[src/rtl/echo_light_tone_mapper_core_defines.svh]
// assertion macros for the echo light tone mapper
// used by the top level; expects clk and rst_n in the including scope
`ifndef ECHO_LIGHT_TONE_MAPPER_CORE_DEFINES_SVH
`define ECHO_LIGHT_TONE_MAPPER_CORE_DEFINES_SVH

`ifndef SYNTH
// same-cycle implication
`define ELTM_ASSERT_SAME(label, ante, cons) \
  label: assert property (@(posedge clk) disable iff (!rst_n) (ante) |-> (cons)) \
    else $error("eltm check failed");
// next-cycle implication
`define ELTM_ASSERT_NEXT(label, ante, cons) \
  label: assert property (@(posedge clk) disable iff (!rst_n) (ante) |=> (cons)) \
    else $error("eltm check failed");
`else
`define ELTM_ASSERT_SAME(label, ante, cons)
`define ELTM_ASSERT_NEXT(label, ante, cons)
`endif

`endif

[src/rtl/eltm_pkg.sv]
// types, constants and lookup functions of the echo light tone mapper
// no dependencies
package eltm_pkg;

  localparam int CAPTURE_TIME_W = 16;
  localparam int LIGHT_W        = 10;
  localparam int PITCH_W        = 8;
  localparam int VOLUME_W       = 3;
  localparam int STAMP_MAX_W    = 32;

  typedef enum logic {
    MODE_CAPTURE = 1'b0,
    MODE_POLL    = 1'b1
  } item_mode_t;

  // continuous pitch: floor(w*59/54500) as (w*SPAN_MUL) >> SPAN_SHIFT,
  // exact for every w below the saturation point
  localparam int SPAN_IN_W  = 18;
  localparam int SPAN_MUL_W = 25;
  localparam int SPAN_PROD_W = SPAN_IN_W + SPAN_MUL_W;
  localparam int SPAN_SHIFT = 34;
  localparam logic [SPAN_MUL_W-1:0] SPAN_MUL = 25'd18598391;
  // smallest width whose pitch exceeds the 8-bit range
  localparam logic [STAMP_MAX_W-1:0] SAT_WIDTH = 32'd181051;
  localparam logic [PITCH_W-1:0] PITCH_BASE = 8'd60;
  localparam logic [PITCH_W-1:0] PITCH_SAT  = 8'd255;

  localparam logic [STAMP_MAX_W-1:0] STEP_LIMIT [7] = '{
    32'd12313, 32'd19125, 32'd25938, 32'd32750, 32'd39563, 32'd46375, 32'd53188
  };
  localparam logic [PITCH_W-1:0] STEP_PITCH [8] = '{
    8'd119, 8'd106, 8'd95, 8'd89, 8'd80, 8'd71, 8'd63, 8'd60
  };
  localparam logic [LIGHT_W-1:0] LIGHT_LIMIT [7] = '{
    10'd576, 10'd623, 10'd669, 10'd715, 10'd761, 10'd808, 10'd854
  };

  function automatic logic [PITCH_W-1:0] pitch_step(input logic [STAMP_MAX_W-1:0] w);
    logic [PITCH_W-1:0] p;
    p = STEP_PITCH[7];
    for (int i = 6; i >= 0; i--) begin
      if (w < STEP_LIMIT[i]) p = STEP_PITCH[i];
    end
    return p;
  endfunction

  function automatic logic [VOLUME_W-1:0] volume_of(input logic [LIGHT_W-1:0] light);
    logic [VOLUME_W-1:0] v;
    v = '0;
    for (int i = 6; i >= 0; i--) begin
      if (light < LIGHT_LIMIT[i]) v = VOLUME_W'(7 - i);
    end
    return v;
  endfunction

endpackage

[src/rtl/eltm_channels.sv]
// valid/ready channel interfaces of the echo light tone mapper
// depends on eltm_pkg
interface eltm_in_if;
  logic                                valid;
  logic                                ready;
  logic                                mode;
  logic [eltm_pkg::CAPTURE_TIME_W-1:0] capture_time;
  logic                                button_level;
  logic [eltm_pkg::LIGHT_W-1:0]        light_level;

  modport source (output valid, mode, capture_time, button_level, light_level,
                  input ready);
  modport sink   (input valid, mode, capture_time, button_level, light_level,
                  output ready);
endinterface

interface eltm_out_if;
  logic                                valid;
  logic                                ready;
  logic [eltm_pkg::PITCH_W-1:0]        pitch_compare;
  logic [eltm_pkg::VOLUME_W-1:0]       volume_level;
  logic                                continuous_flag;
  logic [eltm_pkg::CAPTURE_TIME_W-1:0] echo_width;

  modport source (output valid, pitch_compare, volume_level, continuous_flag, echo_width,
                  input ready);
  modport sink   (input valid, pitch_compare, volume_level, continuous_flag, echo_width,
                  output ready);
endinterface

[src/rtl/echo_light_tone_mapper_core.sv]
// echo light tone mapper top level: edge pairing, mode button, pitch and volume
// depends on eltm_pkg, eltm_channels and echo_light_tone_mapper_core_defines.svh
`include "echo_light_tone_mapper_core_defines.svh"

// Takes one item per clock on in_ch. A capture item (mode 0) stores an echo
// edge stamp, alternately as start and end; each end edge updates the held
// pulse width, wrapping as all-ones minus start plus end when end is not above
// start. Capture items give no result. A poll item (mode 1) handles the mode
// button (each press edge toggles continuous/discrete pitch) and returns one
// transfer on out_ch with the pitch compare value, a 3-bit volume from the
// light sample, the mode flag and the held width. Throughput is one item per
// cycle while no poll waits on a held result; a poll result passes the input
// register, then the result register. The longest path is the constant
// 18 x 25 multiply behind the continuous pitch into the result register.
// A waiting result does not block capture items, and a new poll is taken
// in the same cycle the held result leaves.
module echo_light_tone_mapper_core #(
  parameter int STAMP_WIDTH = 16
) (
  input logic        clk,
  input logic        rst_n,
  eltm_in_if.sink    in_ch,
  eltm_out_if.source out_ch
);

  localparam int CAP_W = eltm_pkg::CAPTURE_TIME_W;
  localparam int CMP_W = eltm_pkg::STAMP_MAX_W;
  localparam int EXT_W = (STAMP_WIDTH > CAP_W) ? STAMP_WIDTH : CAP_W;

  // input register stage
  logic                         s1_valid_r;
  eltm_pkg::item_mode_t         s1_mode_r;
  logic [STAMP_WIDTH-1:0]       s1_stamp_r;
  logic                         s1_button_r;
  logic [eltm_pkg::LIGHT_W-1:0] s1_light_r;

  // edge pairing and button state
  logic                   expect_start_r, expect_start_nxt;
  logic [STAMP_WIDTH-1:0] start_stamp_r, start_stamp_nxt;
  logic [STAMP_WIDTH-1:0] width_hold_r, width_hold_nxt;
  logic                   continuous_r, continuous_nxt;
  logic                   button_held_r, button_held_nxt;

  // result register
  logic                          out_valid_r, out_valid_nxt;
  logic [eltm_pkg::PITCH_W-1:0]  pitch_r;
  logic [eltm_pkg::VOLUME_W-1:0] volume_r;
  logic                          cont_flag_r;
  logic [CAP_W-1:0]              width_out_r;

  logic                          s1_adv;
  logic                          s1_is_poll;
  logic [EXT_W-1:0]              cap_ext;
  logic [CMP_W-1:0]              width_cmp;
  logic                          pitch_sat;
  logic [eltm_pkg::SPAN_PROD_W-1:0] span_prod;
  logic [eltm_pkg::PITCH_W-1:0]  pitch_cont;
  logic [eltm_pkg::PITCH_W-1:0]  pitch_disc;
  logic [eltm_pkg::PITCH_W-1:0]  pitch_sel;

  // handshake: capture items never wait on the result side
  assign s1_is_poll = (s1_mode_r == eltm_pkg::MODE_POLL);
  assign s1_adv     = s1_valid_r && (!s1_is_poll || !out_valid_r || out_ch.ready);
  assign in_ch.ready = !s1_valid_r || s1_adv;

  // stamp zero-extended here, cut to STAMP_WIDTH bits when registered
  assign cap_ext = EXT_W'(in_ch.capture_time);

  always_ff @(posedge clk) begin
    if (!rst_n) begin
      s1_valid_r <= 1'b0;
    end else if (in_ch.ready) begin
      s1_valid_r <= in_ch.valid;
    end
  end

  always_ff @(posedge clk) begin
    if (in_ch.valid && in_ch.ready) begin
      s1_mode_r   <= eltm_pkg::item_mode_t'(in_ch.mode);
      s1_stamp_r  <= STAMP_WIDTH'(cap_ext);
      s1_button_r <= in_ch.button_level;
      s1_light_r  <= in_ch.light_level;
    end
  end

  // state update for the item leaving the input stage
  always_comb begin
    expect_start_nxt = expect_start_r;
    start_stamp_nxt  = start_stamp_r;
    width_hold_nxt   = width_hold_r;
    continuous_nxt   = continuous_r;
    button_held_nxt  = button_held_r;
    if (s1_adv) begin
      if (!s1_is_poll) begin
        if (expect_start_r) begin
          start_stamp_nxt  = s1_stamp_r;
          expect_start_nxt = 1'b0;
        end else begin
          expect_start_nxt = 1'b1;
          if (s1_stamp_r > start_stamp_r) begin
            width_hold_nxt = s1_stamp_r - start_stamp_r;
          end else begin
            // all-ones minus start plus end, one short of a full wrap
            width_hold_nxt = ~start_stamp_r + s1_stamp_r;
          end
        end
      end else begin
        if (!button_held_r) begin
          if (s1_button_r) begin
            continuous_nxt  = !continuous_r;
            button_held_nxt = 1'b1;
          end
        end else if (!s1_button_r) begin
          button_held_nxt = 1'b0;
        end
      end
    end
  end

  // continuous pitch by reciprocal multiply, saturated at the top
  assign width_cmp  = CMP_W'(width_hold_r);
  assign pitch_sat  = (width_cmp >= eltm_pkg::SAT_WIDTH);
  assign span_prod  = eltm_pkg::SPAN_PROD_W'(width_cmp[eltm_pkg::SPAN_IN_W-1:0])
                    * eltm_pkg::SPAN_PROD_W'(eltm_pkg::SPAN_MUL);
  assign pitch_cont = pitch_sat ? eltm_pkg::PITCH_SAT
                    : span_prod[eltm_pkg::SPAN_SHIFT +: eltm_pkg::PITCH_W]
                      + eltm_pkg::PITCH_BASE;
  assign pitch_disc = eltm_pkg::pitch_step(width_cmp);
  assign pitch_sel  = continuous_nxt ? pitch_cont : pitch_disc;

  always_comb begin
    out_valid_nxt = out_valid_r;
    if (s1_adv && s1_is_poll) begin
      out_valid_nxt = 1'b1;
    end else if (out_ch.ready) begin
      out_valid_nxt = 1'b0;
    end
  end

  always_ff @(posedge clk) begin
    if (!rst_n) begin
      expect_start_r <= 1'b1;
      start_stamp_r  <= '0;
      width_hold_r   <= '0;
      continuous_r   <= 1'b1;
      button_held_r  <= 1'b0;
      out_valid_r    <= 1'b0;
    end else begin
      expect_start_r <= expect_start_nxt;
      start_stamp_r  <= start_stamp_nxt;
      width_hold_r   <= width_hold_nxt;
      continuous_r   <= continuous_nxt;
      button_held_r  <= button_held_nxt;
      out_valid_r    <= out_valid_nxt;
    end
  end

  // result payload, loaded by each poll transfer
  always_ff @(posedge clk) begin
    if (s1_adv && s1_is_poll) begin
      pitch_r     <= pitch_sel;
      volume_r    <= eltm_pkg::volume_of(s1_light_r);
      cont_flag_r <= continuous_nxt;
      width_out_r <= CAP_W'(width_hold_r);
    end
  end

  assign out_ch.valid           = out_valid_r;
  assign out_ch.pitch_compare   = pitch_r;
  assign out_ch.volume_level    = volume_r;
  assign out_ch.continuous_flag = cont_flag_r;
  assign out_ch.echo_width      = width_out_r;

  // a poll leaving the input stage always shows up as a result
  `ELTM_ASSERT_NEXT(a_poll_gives_result, s1_adv && s1_is_poll, out_valid_r)
  // edges alternate between start and end on every capture
  `ELTM_ASSERT_NEXT(a_edge_alternates, s1_adv && !s1_is_poll, expect_start_r != $past(expect_start_r))
  // every pitch in use lies at or above the base value
  `ELTM_ASSERT_SAME(a_pitch_floor, out_valid_r, pitch_r >= eltm_pkg::PITCH_BASE)

endmodule

[src/flat_wrapper.sv]
// flat-port wrapper written by rule: the top's interface ports become plain ports
module echo_light_tone_mapper_core_flat 
#(
  parameter int STAMP_WIDTH = 16
)
  (clk, rst_n, in_ch_valid, in_ch_mode, in_ch_capture_time, in_ch_button_level, in_ch_light_level, in_ch_ready, out_ch_valid, out_ch_pitch_compare, out_ch_volume_level, out_ch_continuous_flag, out_ch_echo_width, out_ch_ready);
  eltm_in_if in_ch_i ();
  eltm_out_if out_ch_i ();
  input logic clk;
  input logic rst_n;
  input wire logic [$bits(in_ch_i.valid)-1:0] in_ch_valid;
  input wire logic [$bits(in_ch_i.mode)-1:0] in_ch_mode;
  input wire logic [$bits(in_ch_i.capture_time)-1:0] in_ch_capture_time;
  input wire logic [$bits(in_ch_i.button_level)-1:0] in_ch_button_level;
  input wire logic [$bits(in_ch_i.light_level)-1:0] in_ch_light_level;
  output wire logic [$bits(in_ch_i.ready)-1:0] in_ch_ready;
  output wire logic [$bits(out_ch_i.valid)-1:0] out_ch_valid;
  output wire logic [$bits(out_ch_i.pitch_compare)-1:0] out_ch_pitch_compare;
  output wire logic [$bits(out_ch_i.volume_level)-1:0] out_ch_volume_level;
  output wire logic [$bits(out_ch_i.continuous_flag)-1:0] out_ch_continuous_flag;
  output wire logic [$bits(out_ch_i.echo_width)-1:0] out_ch_echo_width;
  input wire logic [$bits(out_ch_i.ready)-1:0] out_ch_ready;
  assign in_ch_i.valid = in_ch_valid;
  assign in_ch_i.mode = in_ch_mode;
  assign in_ch_i.capture_time = in_ch_capture_time;
  assign in_ch_i.button_level = in_ch_button_level;
  assign in_ch_i.light_level = in_ch_light_level;
  assign in_ch_ready = in_ch_i.ready;
  assign out_ch_valid = out_ch_i.valid;
  assign out_ch_pitch_compare = out_ch_i.pitch_compare;
  assign out_ch_volume_level = out_ch_i.volume_level;
  assign out_ch_continuous_flag = out_ch_i.continuous_flag;
  assign out_ch_echo_width = out_ch_i.echo_width;
  assign out_ch_i.ready = out_ch_ready;
  echo_light_tone_mapper_core #(.STAMP_WIDTH(STAMP_WIDTH)) u_core (.clk(clk), .rst_n(rst_n), .in_ch(in_ch_i), .out_ch(out_ch_i));
endmodule
[config.mk]
export PLATFORM = sky130hd
export DESIGN_NAME = echo_light_tone_mapper_core_flat
export DESIGN_NICKNAME = d
export VERILOG_FILES = /design/src/rtl/eltm_pkg.sv /design/src/rtl/eltm_channels.sv /design/src/rtl/echo_light_tone_mapper_core.sv /design/src/flat_wrapper.sv
export VERILOG_INCLUDE_DIRS = /design/src /design/src/rtl
export SDC_FILE = /design/constraint.sdc
export NUM_CORES = 1
export LEC_CHECK = 0
export BUFFER_PORTS_ARGS = -buffer_cell sky130_fd_sc_hd__buf_2
export CAP_MARGIN = 20
export CORE_MARGIN = 4
export CORE_UTILIZATION = 61
export DETAILED_ROUTE_END_ITERATION = 16
export GPL_ROUTABILITY_DRIVEN = 0
export PLACE_DENSITY = 0.88
export SKIP_CTS_REPAIR_TIMING = 1
export SYNTH_ARGS = -nofsm -noshare
export SYNTH_HDL_FRONTEND = slang
export SYNTH_SLANG_ARGS = --single-unit
[constraint.sdc]
create_clock -name clk -period 8.8 [get_ports clk]
set_input_delay 1.76 -clock clk [delete_from_list [all_inputs] [get_ports clk]]
set_output_delay 1.76 -clock clk [all_outputs]
set_load 0.05 [all_outputs]
==> impl_summary.txt <==
----------------------------------------------------
[Status]
  Outcome ... finished clean

[Route]
  Routed wire per std cell ... 19.0 um
  Drt initial violations ... 662
  Average vias per placed instance ... 5.99
  Drt drc ... 0
  Drt total wl ... 28,700 um
  Number of vias in the routed layout ... 9,048
  First-pass iteration count of the detailed router ... 5
  Remaining antenna violation count ... 0

[Worst setup path]
  Critical path fanouts, max ... 17
  Arrival @ worst endpoint ... 7.74 ns
  Critical path launch point type ... flip-flop
  Kind of critical path ... reg -> reg
  Data required time of the worst path ... 8.99 ns
  Nature of the critical path endpoint ... flip-flop
  Critical path launch point ... u_core.width_hold_r[13]
  R2r startpoint ... u_core.width_hold_r[13]

[STA]
  Worst Max-Slew Pin Slew ... between 1 and 1.5 ns
  Min Tclk post-route ... 7.55 ns
  Count of pins over their slew limit ... 0
  Period utilization ... 85.8%
  Relative slew margins ... about 32%
  RSZ-0062 raised after global routing ... false
  Sum of negative setup slack ... 0 ns
  Worst Clk Skew ... 0.0141 ns
  Max Clk Rate ... 132 MHz
  Final Hold Violating Endpoints ... 0
  Final count of negative-setup-slack endpoints ... 0

[Finish]
  Multi-input gate area in the final layout ... a little over 8000 um^2
  Share of final-layout standard cells stronger than drive strength 1 ... 7.67%
  Layout filler cell count ... approximately 1,400
  Final core area utilization ... 66.8%
  Count of inserted antenna diode cells ... 0
  Area growth from synthesis to layout ... 7.39%
  Final net count ... 1,642
  Register area ... between 2000 and 2500 um^2

[Global routing]
  Total Routing Usage GR ... 27.6%
  Pin count of the biggest net entering global routing ... 32
  First-pass GRT wire length ... 46,900 um
  Vias in the first global route ... 9,465
  Global route overflow ... 0
  Number of antenna violations at the first check in global routing ... 0

[Yosys]
  Synthesized area divided by synthesized cell count ... 9.62 um^2
  Total standard cell area after synthesis ... between 10,000 and 15,000 um^2
  Sequential-to-total area share from yosys stat ... 20.8%
  Async S/R FF share, synth ... 0%
  Post-synth EDFFs ... 56
  Most used DFF post-synth ... edfxtp_1
  Post-synthesis net count ... 1,583
  Number of distinct standard cells referenced by the synthesized netlist ... 71
  FF+latch count, synth ... 93
  Warnings, synthesis ... 0
  Post-Synthesis Cells ... 1,213

[Power]
  Switching pwr ... 325 uW
  Switching part of the total power ... 29.6%
  Power per cell area ... 87.6 nW/um^2
  Leakage power ... 0.00638 uW
  Part of the power in the clock network ... between 30% and 40%
  Proportion of power drawn by flip-flops and latches ... 44.6%
  Share of total power in combinational logic ... between 20% and 30%
  Internal cell power ... a little under 800 uW
  Peak ir drop on the vdd network ... ~0.12 mV

[Hold path]
  Startpoint of the tightest hold check path ... u_core.start_stamp_r[15]
  Kind of path behind the tightest hold check ... reg -> reg

[Placed design]
  HPWL reported at the end of detailed placement ... 23,600 um
  IO buf count ... 61

[Die]
  Count of pins on the block boundary ... 62
  Floorplan row count ... 50
  Initial core utilization ... between 60% and 70%
  Area of the core ... 18,800 um^2
  Overall die height ... approximately 150 um
  Chip width ... 146 um
  Die Outline Area ... 21,400 um^2

[Clocking]
  # clock sinks ... 93
  Number of clock buffers inserted by TritonCTS ... 9
  Worst-skew pair later-pin latency ... between 0.3 and 0.4 ns
  Post-CTS clock slew at the launch and capture registers of the worst setup and hold paths ... 0.08 ns
  Clock root buffer master ... clkbuf_16
  Clock tree from TritonCTS ... built
  Number of levels the H-tree was split into ... 3
  Maximum number of buffers from clock root to sink ... 2

[Job]
  Max-cap violation count ... 0

----------------------------------------------------
[worst max-delay path: stages, from the launching register on]
cell,delay [ns]
dfxtp_1,0.89
fa_1,0.62
inv_1,0.19
fa_1,0.43
inv_1,0.10
fa_1,0.43
fa_1,0.53
fa_1,0.54
inv_1,0.05
fa_1,0.53
inv_1,0.04
ha_1,0.34
nand4_1,0.18
nor2_1,0.19
nand4_1,0.17
a31oi_1,0.39
o21ai_0,0.20
a21oi_1,0.29
inv_1,0.08
ha_1,0.23
nand3_1,0.12
nor3_1,0.05
a311o_1,0.34
o21ai_0,0.16
nor3_1,0.06
a211oi_1,0.24
[worst paths after layout]
path	cells after the start	slack, ns	end
max	25	1.25	u_core.out_ch.pitch_compare[6]
min	2	0.46	u_core.start_stamp_r[15]
max reg2reg	25	1.25	u_core.out_ch.pitch_compare[6]
min reg2reg	2	0.46	u_core.start_stamp_r[15]
[Yosys cell counts, drive strengths merged (2+ instances only)]
master | instances | area, um^2
a211oi | 10 | 75.1
a21o | 19 | 143
a21oi | 77 | 385
a22oi | 2 | 15.0
a311o | 2 | 20.0
a31o | 3 | 26.3
a31oi | 9 | 56.3
a41oi | 4 | 35.0
and3 | 4 | 25.0
and4 | 4 | 37.5
buf | 3 | 16.3
clkbuf | 12 | 45.0
dfxtp | 37 | 741
edfxtp | 56 | 1680
fa | 147 | 2940
ha | 191 | 2390
inv | 288 | 1080
mux2i | 6 | 60.1
nand2 | 80 | 303
nand2b | 7 | 43.8
nand3 | 28 | 140
nand4 | 14 | 87.6
nor2 | 43 | 161
nor2b | 5 | 31.3
nor3 | 26 | 130
nor4 | 2 | 12.5
nor4b | 4 | 41.3
o211ai | 11 | 82.6
o21a | 9 | 67.6
o21ai | 34 | 170
o21bai | 7 | 56.3
o22ai | 3 | 18.8
o311a | 2 | 20.0
o31a | 3 | 26.3
or2 | 8 | 50.1
or3 | 5 | 31.3
or4 | 3 | 26.3
xnor2 | 15 | 131
xor2 | 6 | 52.6
[power by group through the flow]
stage | Sequential [uW] | Combinational [uW] | Clock [uW]
5_1_grt | 492 | 248 | 414
4_1_cts | 490 | 219 | 393
3_3_place_gp | 499 | 206 | 0
2_1_floorplan | 509 | 149 | 0
3_5_place_dp | 500 | 216 | 0
6_report | 490 | 222 | 386
[layout by cell type (no fill, tap or decap), types with 9 or more instances in the layout]
| master | Yosys | routed |
|---|---|---|
| inv_1 | 288 | 288 |
| ha_1 | 191 | 191 |
| fa_1 | 147 | 147 |
| nand2_1 | 79 | 79 |
| a21oi_1 | 77 | 77 |
| buf_2 | 1 | 61 |
| edfxtp_1 | 56 | 56 |
| nor2_1 | 43 | 42 |
| dfxtp_1 | 37 | 37 |
| o21ai_0 | 33 | 33 |
| nand3_1 | 28 | 28 |
| nor3_1 | 26 | 26 |
| a21o_1 | 19 | 19 |
| xnor2_1 | 15 | 15 |
| nand4_1 | 14 | 14 |
| o211ai_1 | 11 | 11 |
| a211oi_1 | 10 | 10 |
| clkbuf_16 | 0 | 10 |
| o21a_1 | 9 | 9 |
[registers in the layout (all words and copies together) (netlist names), 3 cells and up]
register                     cells
u_core.s1_light_r               10
u_core.out_ch.volume_level       3
u_core.out_ch.pitch_compare      8
u_core.width_hold_r             16
u_core.s1_stamp_r               16
u_core.start_stamp_r            16
u_core.out_ch.echo_width        16
[cells by family (layout without fill, tap and decap cells)]
group,after synthesis,in the layout,synth area share (%)
AND/OR/NAND/NOR,239,239,10.0
buffers and inverters,304,368,9.82
XOR/XNOR,21,21,1.58
multiplexers,7,7,0.611
AO/OA/AOI/OAI,211,211,11.5
flip-flops,93,93,20.8
adder cells (fa/ha/maj),338,338,45.7
[metal layers]
metal / track usage (%) / wire length (um)
met2: 46.6 / 13900
met3: 5.52 / 2220
met1: 33.5 / 10900
met4: 14.4 / 1650
met5: 0 / 0
[cell type report]
class	count	area share (%)
clock buffers	11	2.03
clock inverters	5	0.339
inverters	289	8.65
multi-input cells	816	64.8
flip-flops and latches	93	19.3
well taps	234	2.34
repair buffers	63	2.56
[through the flow]
stage | instances | setup WS (ns) | total power [uW] | instance area, um^2 | hold WS (ns)
after global routing | 1511 | 0.863 | 1150 | 12500 | 0.479
final | 1511 | 1.25 | 1100 | 12500 | 0.456
after CTS | 1511 | 1.37 | 1100 | 12500 | 0.457
after floorplan | 1213 | 2.24 | 658 | 11700 | 0.436
after global placement | 1495 | 1.54 | 705 | 12200 | 0.442
after detailed placement | 1495 | 1.39 | 716 | 12200 | 0.447
(Power assumes the default switching activity.)
